### config.mk
export PLATFORM = sky130hd
export DESIGN_NAME = audio_capture_with_waveform_minmax
export DESIGN_NICKNAME = d
export VERILOG_FILES = /design/src/acwm_pkg.sv /design/src/audio_capture_with_waveform_minmax.sv /design/src/acwm_front.sv /design/src/acwm_queue.sv /design/src/acwm_back.sv
export SDC_FILE = /design/constraint.sdc
export NUM_CORES = 1
export LEC_CHECK = 0
export ABC_AREA = 1
export BUFFER_PORTS_ARGS = -buffer_cell sky130_fd_sc_hd__buf_2
export CAP_MARGIN = 40
export CORE_ASPECT_RATIO = 0.8
export CORE_MARGIN = 1
export CORE_UTILIZATION = 50
export DETAILED_ROUTE_END_ITERATION = 12
export GPL_ROUTABILITY_DRIVEN = 0
export PLACE_DENSITY = 0.7
export SYNTH_ARGS = -nofsm -noshare
export SYNTH_HDL_FRONTEND = slang
export SYNTH_HIERARCHICAL = 1
export SYNTH_SLANG_ARGS = --single-unit
export TNS_END_PERCENT = 1
### constraint.sdc
create_clock -name clk_i -period 5.7 [get_ports clk_i]
set_input_delay 0.285 -clock clk_i [delete_from_list [all_inputs] [get_ports clk_i]]
set_output_delay 0.285 -clock clk_i [all_outputs]
set_load 0.01 [all_outputs]
### src/acwm_pkg.sv
// shared types, field widths and default parameters of the capture block
`default_nettype none

package acwm_pkg;

  // default sizing
  localparam int unsigned MAX_FRAMES_DEF   = 1048576;
  localparam int unsigned WAVE_STRIDE_DEF  = 128;
  localparam int unsigned WAVE_COLUMNS_DEF = 128;

  // input field widths
  localparam int unsigned OPCODE_W  = 2;
  localparam int unsigned SAMPLE_W  = 25;
  localparam int unsigned S_TDATA_W = 56;

  // result field widths
  localparam int unsigned PCM_W       = 16;
  localparam int unsigned ADDR_W      = 20;
  localparam int unsigned POSITION_W  = 21;
  localparam int unsigned COLUMN_W    = 7;
  localparam int unsigned GEN_W       = 32;
  localparam int unsigned M_TDATA_W   = 152;
  localparam int unsigned M_TDATA_USE = 151;

  // fixed-point scale of the input samples
  localparam int unsigned FULL_SCALE_LOG2 = 23;

  // depth of the queue between front and back
  localparam int unsigned QUEUE_DEPTH = 2;

  typedef enum logic [OPCODE_W-1:0] {
    OP_SAMPLE = 2'd0,
    OP_START  = 2'd1,
    OP_STOP   = 2'd2
  } acwm_op_e;

  // one classified item as it travels from front to back
  typedef struct packed {
    acwm_op_e                op;
    logic signed [PCM_W-1:0] line_pcm;
    logic signed [PCM_W-1:0] mic_pcm;
    logic                    block_last;
  } acwm_item_t;

endpackage

`default_nettype wire

### src/audio_capture_with_waveform_minmax.sv
// pcm capture with min/max waveform preview: top level
// path: an accepted input beat passes the front register, a queue entry and the
// result register on its way to its result beat
// throughput: one item per cycle; each side may stall independently
// reset: asynchronous, active low; capture idle, counts and source select zero
// no clearing pass: the preview only ever reports the current column's min/max
`default_nettype none

module audio_capture_with_waveform_minmax
  import acwm_pkg::*;
#(
  parameter int unsigned MAX_FRAMES   = MAX_FRAMES_DEF,
  parameter int unsigned WAVE_STRIDE  = WAVE_STRIDE_DEF,
  parameter int unsigned WAVE_COLUMNS = WAVE_COLUMNS_DEF
) (
  input  wire logic                 clk_i,
  input  wire logic                 rst_ni,
  input  wire logic                 cfg_valid_i,
  output logic                      cfg_ready_o,
  input  wire logic                 cfg_data_i,     // source_select
  input  wire logic                 s_axis_tvalid,
  output logic                      s_axis_tready,
  input  wire logic [S_TDATA_W-1:0] s_axis_tdata,   // sample_line, sample_mic
  input  wire logic [OPCODE_W-1:0]  s_axis_tuser,   // opcode
  input  wire logic                 s_axis_tlast,   // block_last
  output logic                      m_axis_tvalid,
  input  wire logic                 m_axis_tready,
  // write_address, write_data, capture_active, position, captured_length,
  // column, column_min, column_max, live_generation, stopped_full
  output logic [M_TDATA_W-1:0]      m_axis_tdata,
  output logic                      m_axis_tuser    // write_enable
);

  logic       source_select_q, source_select_d;
  logic       push, push_ready;
  acwm_item_t front_item, queue_item;
  logic       queue_valid, pop;

  assign cfg_ready_o     = 1'b1;
  assign source_select_d = (cfg_valid_i && cfg_ready_o) ? cfg_data_i : source_select_q;

  always_ff @(posedge clk_i or negedge rst_ni) begin
    if (!rst_ni) begin
      source_select_q <= 1'b0;
    end else begin
      source_select_q <= source_select_d;
    end
  end

  acwm_front u_front (
    .clk_i        (clk_i),
    .rst_ni       (rst_ni),
    .s_axis_tvalid(s_axis_tvalid),
    .s_axis_tready(s_axis_tready),
    .s_axis_tdata (s_axis_tdata),
    .s_axis_tuser (s_axis_tuser),
    .s_axis_tlast (s_axis_tlast),
    .push_o       (push),
    .item_o       (front_item),
    .push_ready_i (push_ready)
  );

  acwm_queue u_queue (
    .clk_i  (clk_i),
    .rst_ni (rst_ni),
    .push_i (push),
    .item_i (front_item),
    .ready_o(push_ready),
    .valid_o(queue_valid),
    .item_o (queue_item),
    .pop_i  (pop)
  );

  acwm_back #(
    .MAX_FRAMES  (MAX_FRAMES),
    .WAVE_STRIDE (WAVE_STRIDE),
    .WAVE_COLUMNS(WAVE_COLUMNS)
  ) u_back (
    .clk_i          (clk_i),
    .rst_ni         (rst_ni),
    .item_valid_i   (queue_valid),
    .item_i         (queue_item),
    .pop_o          (pop),
    .source_select_i(source_select_q),
    .m_axis_tvalid  (m_axis_tvalid),
    .m_axis_tready  (m_axis_tready),
    .m_axis_tdata   (m_axis_tdata),
    .m_axis_tuser   (m_axis_tuser)
  );

endmodule

`default_nettype wire

### src/acwm_front.sv
// front end: takes input beats, converts both sources to 16-bit pcm
`default_nettype none

module acwm_front
  import acwm_pkg::*;
(
  input  wire logic                 clk_i,
  input  wire logic                 rst_ni,
  input  wire logic                 s_axis_tvalid,
  output logic                      s_axis_tready,
  input  wire logic [S_TDATA_W-1:0] s_axis_tdata,  // sample_line, sample_mic
  input  wire logic [OPCODE_W-1:0]  s_axis_tuser,  // opcode
  input  wire logic                 s_axis_tlast,  // block_last
  output logic                      push_o,
  output acwm_item_t                item_o,
  input  wire logic                 push_ready_i
);

  // clamp to +-1.0 and scale by 32767, quotient truncated toward zero
  function automatic logic signed [PCM_W-1:0] to_pcm(input logic signed [SAMPLE_W-1:0] s);
    logic                              neg;
    logic [SAMPLE_W-1:0]               mag_full;
    logic [FULL_SCALE_LOG2:0]          mag;
    logic [FULL_SCALE_LOG2+PCM_W-1:0]  prod;
    logic [PCM_W-1:0]                  q;
    neg      = s[SAMPLE_W-1];
    mag_full = neg ? (~s + 1'b1) : s;
    if (mag_full > SAMPLE_W'(1 << FULL_SCALE_LOG2)) begin
      mag = (FULL_SCALE_LOG2+1)'(1 << FULL_SCALE_LOG2);
    end else begin
      mag = mag_full[FULL_SCALE_LOG2:0];
    end
    // x * 32767 as (x << 15) - x
    prod = ({(FULL_SCALE_LOG2+PCM_W)'(mag)} << (PCM_W - 1))
         - (FULL_SCALE_LOG2+PCM_W)'(mag);
    q    = prod[FULL_SCALE_LOG2+PCM_W-1:FULL_SCALE_LOG2];
    return neg ? $signed(-q) : $signed(q);
  endfunction

  logic       valid_q, valid_d;
  acwm_item_t item_q, item_d;
  logic       accept;

  assign s_axis_tready = !valid_q || push_ready_i;
  assign accept        = s_axis_tvalid && s_axis_tready;

  always_comb begin
    valid_d = valid_q;
    item_d  = item_q;
    if (accept) begin
      valid_d           = 1'b1;
      item_d.op         = acwm_op_e'(s_axis_tuser);
      item_d.line_pcm   = to_pcm(s_axis_tdata[SAMPLE_W-1:0]);
      item_d.mic_pcm    = to_pcm(s_axis_tdata[2*SAMPLE_W-1:SAMPLE_W]);
      item_d.block_last = s_axis_tlast;
    end else if (push_ready_i) begin
      valid_d = 1'b0;
    end
  end

  always_ff @(posedge clk_i or negedge rst_ni) begin
    if (!rst_ni) begin
      valid_q <= 1'b0;
    end else begin
      valid_q <= valid_d;
    end
  end

  always_ff @(posedge clk_i) begin
    item_q <= item_d;
  end

  assign push_o = valid_q;
  assign item_o = item_q;

endmodule

`default_nettype wire

### src/acwm_queue.sv
// short fifo of classified items between front and back
`default_nettype none

module acwm_queue
  import acwm_pkg::*;
(
  input  wire logic       clk_i,
  input  wire logic       rst_ni,
  input  wire logic       push_i,
  input  wire acwm_item_t item_i,
  output logic            ready_o,
  output logic            valid_o,
  output acwm_item_t      item_o,
  input  wire logic       pop_i
);

  localparam int unsigned PTR_W = (QUEUE_DEPTH > 1) ? $clog2(QUEUE_DEPTH) : 1;
  localparam int unsigned CNT_W = $clog2(QUEUE_DEPTH + 1);

  acwm_item_t       entry_q [QUEUE_DEPTH];
  logic [PTR_W-1:0] wr_q, wr_d, rd_q, rd_d;
  logic [CNT_W-1:0] cnt_q, cnt_d;
  logic             do_push, do_pop;

  assign ready_o = (cnt_q != CNT_W'(QUEUE_DEPTH));
  assign valid_o = (cnt_q != '0);
  assign item_o  = entry_q[rd_q];
  assign do_push = push_i && ready_o;
  assign do_pop  = pop_i && valid_o;

  always_comb begin
    wr_d  = wr_q;
    rd_d  = rd_q;
    cnt_d = cnt_q;
    if (do_push) begin
      wr_d = (wr_q == PTR_W'(QUEUE_DEPTH - 1)) ? '0 : wr_q + 1'b1;
    end
    if (do_pop) begin
      rd_d = (rd_q == PTR_W'(QUEUE_DEPTH - 1)) ? '0 : rd_q + 1'b1;
    end
    if (do_push && !do_pop) begin
      cnt_d = cnt_q + 1'b1;
    end else if (do_pop && !do_push) begin
      cnt_d = cnt_q - 1'b1;
    end
  end

  always_ff @(posedge clk_i or negedge rst_ni) begin
    if (!rst_ni) begin
      wr_q  <= '0;
      rd_q  <= '0;
      cnt_q <= '0;
    end else begin
      wr_q  <= wr_d;
      rd_q  <= rd_d;
      cnt_q <= cnt_d;
    end
  end

  always_ff @(posedge clk_i) begin
    if (do_push) begin
      entry_q[wr_q] <= item_i;
    end
  end

endmodule

`default_nettype wire

### src/acwm_back.sv
// back end: capture state, preview min/max and the registered result beat
`default_nettype none

module acwm_back
  import acwm_pkg::*;
#(
  parameter int unsigned MAX_FRAMES   = MAX_FRAMES_DEF,
  parameter int unsigned WAVE_STRIDE  = WAVE_STRIDE_DEF,
  parameter int unsigned WAVE_COLUMNS = WAVE_COLUMNS_DEF
) (
  input  wire logic                 clk_i,
  input  wire logic                 rst_ni,
  input  wire logic                 item_valid_i,
  input  wire acwm_item_t           item_i,
  output logic                      pop_o,
  input  wire logic                 source_select_i,
  output logic                      m_axis_tvalid,
  input  wire logic                 m_axis_tready,
  // write_address, write_data, capture_active, position, captured_length,
  // column, column_min, column_max, live_generation, stopped_full
  output logic [M_TDATA_W-1:0]      m_axis_tdata,
  output logic                      m_axis_tuser   // write_enable
);

  localparam int unsigned POS_W = $clog2(MAX_FRAMES + 1);
  localparam int unsigned STR_W = (WAVE_STRIDE > 1) ? $clog2(WAVE_STRIDE) : 1;
  localparam int unsigned COL_W = $clog2(WAVE_COLUMNS);

  // capture state
  logic                    cap_q, cap_d;
  logic                    src_q, src_d;
  logic [POS_W-1:0]        pos_q, pos_d;
  logic [POS_W-1:0]        len_q, len_d;
  logic [STR_W-1:0]        stride_q, stride_d;
  logic [COL_W-1:0]        col_q, col_d;
  logic signed [PCM_W-1:0] min_q, min_d;
  logic signed [PCM_W-1:0] max_q, max_d;
  logic [GEN_W-1:0]        gen_q, gen_d;
  logic                    saw_q, saw_d;

  // result register
  logic                    out_valid_q, out_valid_d;
  logic [M_TDATA_W-1:0]    out_data_q, out_data_d;
  logic                    out_we_q, out_we_d;

  // per-item working values
  logic                    pop;
  logic                    saw_blk;
  logic                    new_col;
  logic signed [PCM_W-1:0] pcm;
  logic                    res_we, res_full;
  logic [ADDR_W-1:0]       res_addr;
  logic signed [PCM_W-1:0] res_data, res_min, res_max;
  logic [COLUMN_W-1:0]     res_col;

  assign pop   = item_valid_i && (!out_valid_q || m_axis_tready);
  assign pop_o = pop;

  assign pcm     = src_q ? item_i.mic_pcm : item_i.line_pcm;
  // the preview column changes exactly when the stride count wraps to zero
  assign new_col = (stride_q == '0);

  always_comb begin
    cap_d    = cap_q;
    src_d    = src_q;
    pos_d    = pos_q;
    len_d    = len_q;
    stride_d = stride_q;
    col_d    = col_q;
    min_d    = min_q;
    max_d    = max_q;
    gen_d    = gen_q;
    saw_d    = saw_q;
    saw_blk  = saw_q;
    res_we   = 1'b0;
    res_full = 1'b0;
    res_addr = '0;
    res_data = '0;
    res_min  = '0;
    res_max  = '0;
    res_col  = '0;
    if (pop) begin
      case (item_i.op)
        OP_START: begin
          src_d    = source_select_i;
          cap_d    = 1'b1;
          pos_d    = '0;
          len_d    = '0;
          stride_d = '0;
          col_d    = '0;
        end
        OP_STOP: begin
          if (cap_q) begin
            cap_d = 1'b0;
            len_d = pos_q;
          end
        end
        OP_SAMPLE: begin
          if (cap_q) begin
            saw_blk = 1'b1;
            if (pos_q >= POS_W'(MAX_FRAMES)) begin
              cap_d    = 1'b0;
              len_d    = pos_q;
              res_full = 1'b1;
            end else begin
              if (new_col) begin
                min_d = pcm;
                max_d = pcm;
              end else begin
                min_d = (pcm < min_q) ? pcm : min_q;
                max_d = (pcm > max_q) ? pcm : max_q;
              end
              res_we   = 1'b1;
              res_addr = ADDR_W'(pos_q);
              res_data = pcm;
              res_col  = COLUMN_W'(col_q);
              res_min  = min_d;
              res_max  = max_d;
              pos_d    = pos_q + 1'b1;
              if (stride_q == STR_W'(WAVE_STRIDE - 1)) begin
                stride_d = '0;
                col_d    = (col_q == COL_W'(WAVE_COLUMNS - 1)) ? '0 : col_q + 1'b1;
              end else begin
                stride_d = stride_q + 1'b1;
              end
            end
          end
          if (item_i.block_last) begin
            if (saw_blk) begin
              gen_d = gen_q + 1'b1;
            end
            saw_d = 1'b0;
          end else begin
            saw_d = saw_blk;
          end
        end
        default: ;
      endcase
    end
  end

  always_comb begin
    out_valid_d = out_valid_q;
    out_data_d  = out_data_q;
    out_we_d    = out_we_q;
    if (pop) begin
      out_valid_d = 1'b1;
      out_we_d    = res_we;
      out_data_d  = {{(M_TDATA_W - M_TDATA_USE){1'b0}},
                     res_full,
                     gen_d,
                     res_max,
                     res_min,
                     res_col,
                     POSITION_W'(len_d),
                     POSITION_W'(pos_d),
                     cap_d,
                     res_data,
                     res_addr};
    end else if (m_axis_tready) begin
      out_valid_d = 1'b0;
    end
  end

  always_ff @(posedge clk_i or negedge rst_ni) begin
    if (!rst_ni) begin
      cap_q       <= 1'b0;
      src_q       <= 1'b0;
      pos_q       <= '0;
      len_q       <= '0;
      stride_q    <= '0;
      col_q       <= '0;
      min_q       <= '0;
      max_q       <= '0;
      gen_q       <= '0;
      saw_q       <= 1'b0;
      out_valid_q <= 1'b0;
    end else begin
      cap_q       <= cap_d;
      src_q       <= src_d;
      pos_q       <= pos_d;
      len_q       <= len_d;
      stride_q    <= stride_d;
      col_q       <= col_d;
      min_q       <= min_d;
      max_q       <= max_d;
      gen_q       <= gen_d;
      saw_q       <= saw_d;
      out_valid_q <= out_valid_d;
    end
  end

  always_ff @(posedge clk_i) begin
    out_data_q <= out_data_d;
    out_we_q   <= out_we_d;
  end

  assign m_axis_tvalid = out_valid_q;
  assign m_axis_tdata  = out_data_q;
  assign m_axis_tuser  = out_we_q;

  // write position never runs past the buffer
  a_pos_bound: assert property (@(posedge clk_i) disable iff (!rst_ni)
    pos_q <= POS_W'(MAX_FRAMES))
    else $error("write position beyond buffer size");

  // a written sample lies within the reported column range
  a_minmax_order: assert property (@(posedge clk_i) disable iff (!rst_ni)
    (pop && res_we) |-> (res_min <= res_data && res_data <= res_max))
    else $error("column min/max do not bracket the written sample");

  // a full buffer ends the capture and writes nothing
  a_full_stops: assert property (@(posedge clk_i) disable iff (!rst_ni)
    (pop && res_full) |=> (!cap_q && out_valid_q && !out_we_q))
    else $error("full buffer did not end capture cleanly");

  // a write only happens while a capture runs
  a_write_active: assert property (@(posedge clk_i) disable iff (!rst_ni)
    (pop && res_we) |-> (cap_q && cap_d))
    else $error("sample written while capture idle");

  // the preview column stays inside the column count
  a_col_bound: assert property (@(posedge clk_i) disable iff (!rst_ni)
    col_q <= COL_W'(WAVE_COLUMNS - 1))
    else $error("preview column out of range");

endmodule

`default_nettype wire
Word-level counts from Yosys, hierarchy flattened --
Memory sizes are Yosys's and may differ from the RTL's. Index checks and enable logic that the tools add are counted.
Operators by class: reductions and logical operators 26, eq/ne operators 8, $add $sub $neg 14, magnitude comparators 5, bitwise logic cells 5, muxes and demuxes 54
Operators with widths (count):
- 21-bit 2-to-1 mux | 7
- 32-bit 2-to-1 mux | 4
- 16-bit 2-to-1 mux | 7
- 24-bit 2-to-1 mux | 4
- 39-bit by 24-bit subtractor with 39-bit output | 2
- 21-bit one-hot mux with 3 select lines | 1
- 25-bit by 1-bit adder with 25-bit output (second input constant) | 2
- 25-bit by 24-bit greater-than comparator with 1-bit output (second input constant) | 2
- 25-bit 2-to-1 mux | 2
- 25-bit inverter | 2
- 7-bit 2-to-1 mux | 7
- 21-bit one-hot mux with 2 select lines | 1
- 32-bit by 1-bit adder with 32-bit output (second input constant) | 1
- 16-bit negator | 2
- 7-bit one-hot mux with 2 select lines | 2
- 21-bit by 1-bit adder with 21-bit output (second input constant) | 1
- 21-bit greater-or-equal comparator (second input constant) | 1
- 16-bit greater-than comparator | 1
- 16-bit < comparator | 1
- 1-bit 2-to-1 mux | 16
- 7-bit by 1-bit adder with 7-bit output (second input constant) | 2
- 7-bit equality test (second input constant) | 2
- 2-bit nonzero test | 5
- 4-bit AND reduction | 2
- other kinds (18) | 35
Word-level totals: memories kept 1, bits in writable memories 70, register bits after elaboration 317
Memories:
- u_queue.entry_q | words 2, bits a word 35, read ports 1, clocked after Yosys merged registers in 0, write ports 1, line acwm_queue.sv:20 | acwm_item_t entry_q [QUEUE_DEPTH];

Depth between registers and ports, before layout --
depth after elaboration 9, depth in mapped cells 38, gate-level depth less buffers 37

Modules after synthesis --
The synthesis kept the hierarchy.
By module, submodules not included:
- acwm_back | cells each 1200, seq. area each 7667.4 um^2, instances 1, area an instance 12330.6 um^2
- acwm_front | cells each 1103, seq. area each 1076.0 um^2, instances 1, area an instance 6143.4 um^2
- acwm_queue | cells each 211, seq. area each 2202.1 um^2, instances 1, area an instance 2830.2 um^2
- audio_capture_with_waveform_minmax | cells each 7, seq. area each 25.0 um^2, instances 1, area an instance 51.3 um^2

Least setup slack after synthesis --
Ideal clock, no wire load.
kind register -> register, from register u_queue.cnt_q[0], to register u_back.out_data_q[55], in the netlist u_back/m_axis_tdata[55] (data pin), period minus slack after synthesis 5002 ps, cell stages (with the launch flop) 8, path slack 698 ps, buffers on the path 0, setup time 258 ps, arrival time 4744 ps, cell sequence dfrtp_1 inv_2 nand2_2 nand2_4 inv_1 nand4_1 or3_1 o21a_1
On the way: word-level cells in the longest chain between the ends 3
RTL lines:
- start, declared | line acwm_queue.sv:22 | logic [CNT_W-1:0] cnt_q, cnt_d;
- start signal, assigned | line acwm_queue.sv:56 | cnt_q <= cnt_d;
- 2-bit nonzero test | line acwm_queue.sv:26 | assign valid_o = (cnt_q != '0);
- net queue_valid | line audio_capture_with_waveform_minmax.sv:37 | logic queue_valid, pop;
- 1-bit logical AND | line acwm_back.sv:56 | assign pop = item_valid_i && (!out_valid_q || m_axis_tready);
- net pop | line audio_capture_with_waveform_minmax.sv:37
- 21-bit 2-to-1 mux | line acwm_back.sv:82 | if (pop) begin
- net u_back.pos_d[18] | line acwm_back.sv:32 | logic [POS_W-1:0] pos_q, pos_d;
- end signal, assigned | line acwm_back.sv:194 | out_data_q <= out_data_d;
- end, declared | line acwm_back.sv:43 | logic [M_TDATA_W-1:0] out_data_q, out_data_d;
The timed path passes the listed nets, and every way through them passes these cells. A chain may end at the register's enable or synchronous reset.

==> metrics.md <==
| Metric | Value |
|---|---|
| Sequential area share after synthesis | `0.5137` |
| I/O pin total | `~220` |
| Clk Latency, worst-skew pair | `roughly 550 ps` |
| Final hold violation count | `0` |
| Vias/cell | `approximately 5.3` |
| Pins over their slew limit | `0` |
| Resize count post-CTS | `0` |
| H-Tree Level Count | `2` |
| CTS Hold Bufs | `8` |
| Yosys reg bits | `387` |
| Synth-to-Final Area Change | `14.47%` |
| Largest net degree at the start of global routing | `76` |
| Worst Path Max Fanout | `37` |
| Fin Clk Skew | `around 25 ps` |
| Share of layout cells above drive strength 1 | `0.1602` |
| Final TNS setup | `0 ps` |
| DR pass1 iterations | `7` |
| CP Launch Type | `register` |
| Final period utilization | `0.8334` |
| CP Capture Type | `register` |
| Initial Util | `0.5085` |
| FP Rows | `67` |
| Slowest CP cell | `nand2_1` |
| Total detailed-routing wirelength | `roughly 52 mm` |
| Worst EP arrival | `5020 ps` |
| Die height | `186.8 microns` |
| Placed cells | `roughly 3200` |
| CP dominant cell by count | `nand2_1` |
| Place WS | `between 600 and 700 ps` |
| Global-route wire length before repair | `83.60 mm` |
| Vias in the first global route | `roughly 17000` |
| Syn nets | `2646` |
| CP Cell Sequence | `buf_4 -> inv_8 -> nand2_1 -> nand2_1 -> or2_2 -> o21ai_0 -> inv_1 -> ha_1 -> a21oi_1 -> a21oi_1 -> nor2_1 -> nand2_1 -> nand2_1 -> nand3_1 -> nand2_1 -> nand2_1 -> nand2_1 -> nor2_1` |
| Number of fill cells | `between 3000 and 4000` |
| Relative slew slack | `0.4118` |
| Mapped Area | `approximately 0.021 sq mm` |
| Power per cell area | `~500 mW/mm^2` |
| Die ar. | `about 0.044 sq mm` |
| Avg Cell Area, Syn | `~8.5 sq um` |
| Min cycle time layout | `approximately 4800 ps` |
| Gate count after technology mapping | `2521` |
| Yosys Warn Count | `6` |
| TritonCTS Buffers | `39` |
| CTS tree | `yes` |
| Worst EP required | `5970 ps` |
| LEAKAGE | `0.01167 uW` |
| Vias post-DR | `about 18000` |
| CTS root buffer | `clkbuf_16` |
| Core Region | `about 0.042 sq mm` |
| Die width | `between 200 and 250 microns` |
| Clock slew at reported path FFs | `around 60 ps` |
| Slew @ Worst Pin | `873.1 ps` |
| Port Buffer Count | `212` |
| All-Layer GR Usage | `0.2374` |
| Initial antenna violation count | `1` |
| GR Overflow Total | `0` |
| Crit Path Category | `register to register` |
| Antenna-violating nets left | `0` |
| PnR worst setup slack | `around 950 ps` |
| Critical Path Max Stage Delay | `around 740 ps` |
| CTS sink count | `387` |
| Hpwl dp | `between 30 and 40 mm` |
| DR DRC count | `0` |
| F_max | `approximately 210 MHz` |
| Fin nets | `about 2900` |
| RSZ-0062 raised after global routing | `no` |
| Peak VDD IR | `0.2478 mV` |
| Status | `finished clean` |
| MaxCap Viol Count | `0` |
| Routed WL per cell | `between 15 and 20 microns` |
| Final Non-Filler Cells | `between 3000 and 4000` |
| # diodes | `0` |
| Clock tree buffer depth | `3` |
| Synth unique cells | `57` |
| Post-CTS Setup Inserts | `0` |
| DR iter-0 viols | `around 1600` |
| HP Class | `input port to register` |
| Final Setup Violations | `0` |
## cells in the final DEF, fill, tap and decap left out, types with 60 or more instances in the layout
cell type	count
ha_1	60
nor2_1	275
edfxtp_1	257
o21ai_0	122
nand3_1	171
a21oi_1	70
dfrtp_1	130
buf_2	211
inv_1	281
nand2_1	722
## registers in the layout, indices dropped and copies added, names as in the netlist
register	flops
u_back/col_q	7
u_back/min_q	16
u_back/m_axis_tdata	151
u_front/item_o	35
u_back/saw_q	1
u_back/stride_q	7
u_back/len_q	21
u_back/max_q	16
u_queue/rd_q	1
u_queue/wr_q	1
u_back/m_axis_tuser	1
source_select_q	1
u_back/m_axis_tvalid	1
u_queue/cnt_q	2
u_back/src_q	1
u_back/cap_q	1
u_back/gen_q	32
u_front/push_o	1
u_back/pos_q	21
u_queue/entry_q	70
## where the power goes
| part | internal [uW] | switching [uW] |
|---|---|---|
| Combinational | 1560 | 3510 |
| Clock | 1470 | 1080 |
| Sequential | 4160 | 368 |
| Total | 7180 | 4970 |
## path summary, 6_finish.rpt
kind                            cells past startpoint                        to  slack (ps)              start
worst min-delay path                                4      u_back/m_axis_tvalid          30      m_axis_tready
min in group asynchronous                           2           u_back/len_q[9]         290             rst_ni
worst max register to register                     18  u_back/m_axis_tdata[110]         950       u_queue/rd_q
max in group asynchronous                           4           u_back/min_q[9]        4390             rst_ni
worst max-delay path                               18  u_back/m_axis_tdata[110]         950       u_queue/rd_q
worst min register to register                      0     u_queue/entry_q[0][9]         450  u_front/item_o[9]
## cell families (layout without fill, tap and decap cells)
kind of cell | Yosys count | after routing | share of synthesized area
AND/OR/NAND/NOR | 1391 | 1391 | 0.2910
flip-flops | 387 | 387 | 0.5137
buffers and inverters | 376 | 632 | 0.07277
AO/OA/AOI/OAI | 252 | 252 | 0.06492
adder cells (fa/ha/maj) | 60 | 60 | 0.03515
XOR/XNOR | 53 | 53 | 0.02209
other | 2 | 2 | 0.0003517
## area by class of cell
type	count	area, sq um	share of cell area
Tap cell	552	690.7	0.02825
Inverter	312	1184	0.04842
Clock inverter	18	196.4	0.008036
Timing Repair Buffer	248	1443	0.05902
Sequential cell	387	10970	0.4488
Clock buffer	54	1104	0.04515
Multi-Input combinational cell	1758	8857	0.3623
## synthesized netlist by cell type, drive strengths merged
cell     number  area share
a211oi        7      0.0025
a21o          4      0.0014
a21oi        72       0.017
a221oi        3      0.0012
a22oi         1     0.00035
a31oi         1     0.00029
a32o          1     0.00047
and2          5      0.0015
buf          36       0.013
clkbuf       28      0.0049
conb          2     0.00035
dfrtp       130        0.15
edfxtp      257        0.36
ha           60       0.035
inv         312       0.055
nand2       763        0.14
nand3       185       0.047
nand3b       22      0.0077
nand4        52       0.016
nor2        307       0.062
nor3         31      0.0080
nor3b         3      0.0011
nor4          7      0.0023
o2111ai       1     0.00041
o211ai        3      0.0011
o21a          5      0.0018
o21ai       140       0.033
o21bai        1     0.00035
o221ai        1     0.00041
o22ai         2     0.00059
o31ai         6      0.0021
o41ai         4      0.0016
or2          15      0.0044
or3           1     0.00029
xnor2        23      0.0098
xor2         30       0.012
## critical path, delay by kind of cell (launching register included)
family          cells  cell delay [ps]
simple gates       11             2340
fa+ha+maj           1              370
flops               1              320
buf+inv             3              770
compound gates      3              640
## per-layer routing
metal | track usage | vias to the layer above | routed length, microns
met5 | 0 | - | 13
met4 | 0.05807 | 2 | 962
met3 | 0.03963 | 78 | 3383
met2 | 0.3791 | 578 | 24110
met1 | 0.3369 | 8306 | 23830
li1 | - | 8718 | -
## metrics by stage
| stage | cell area (sq um) | power, uW | utilization | hold WS, ps |
|---|---|---|---|---|
| global route | 24440 | 12970 | 0.5820 | 27.80 |
| CTS | 24440 | 12190 | 0.5820 | 10.49 |
| finish | 24440 | 12150 | 0.5820 | 34.46 |
| global placement | 22940 | 9378 | 0.5463 | 337.8 |
| detailed placement | 23060 | 9600 | 0.5492 | 340.4 |
| floorplan | 21360 | 7870 | - | -10.59 |
No activity file was read; power rests on OpenSTA's default activity.
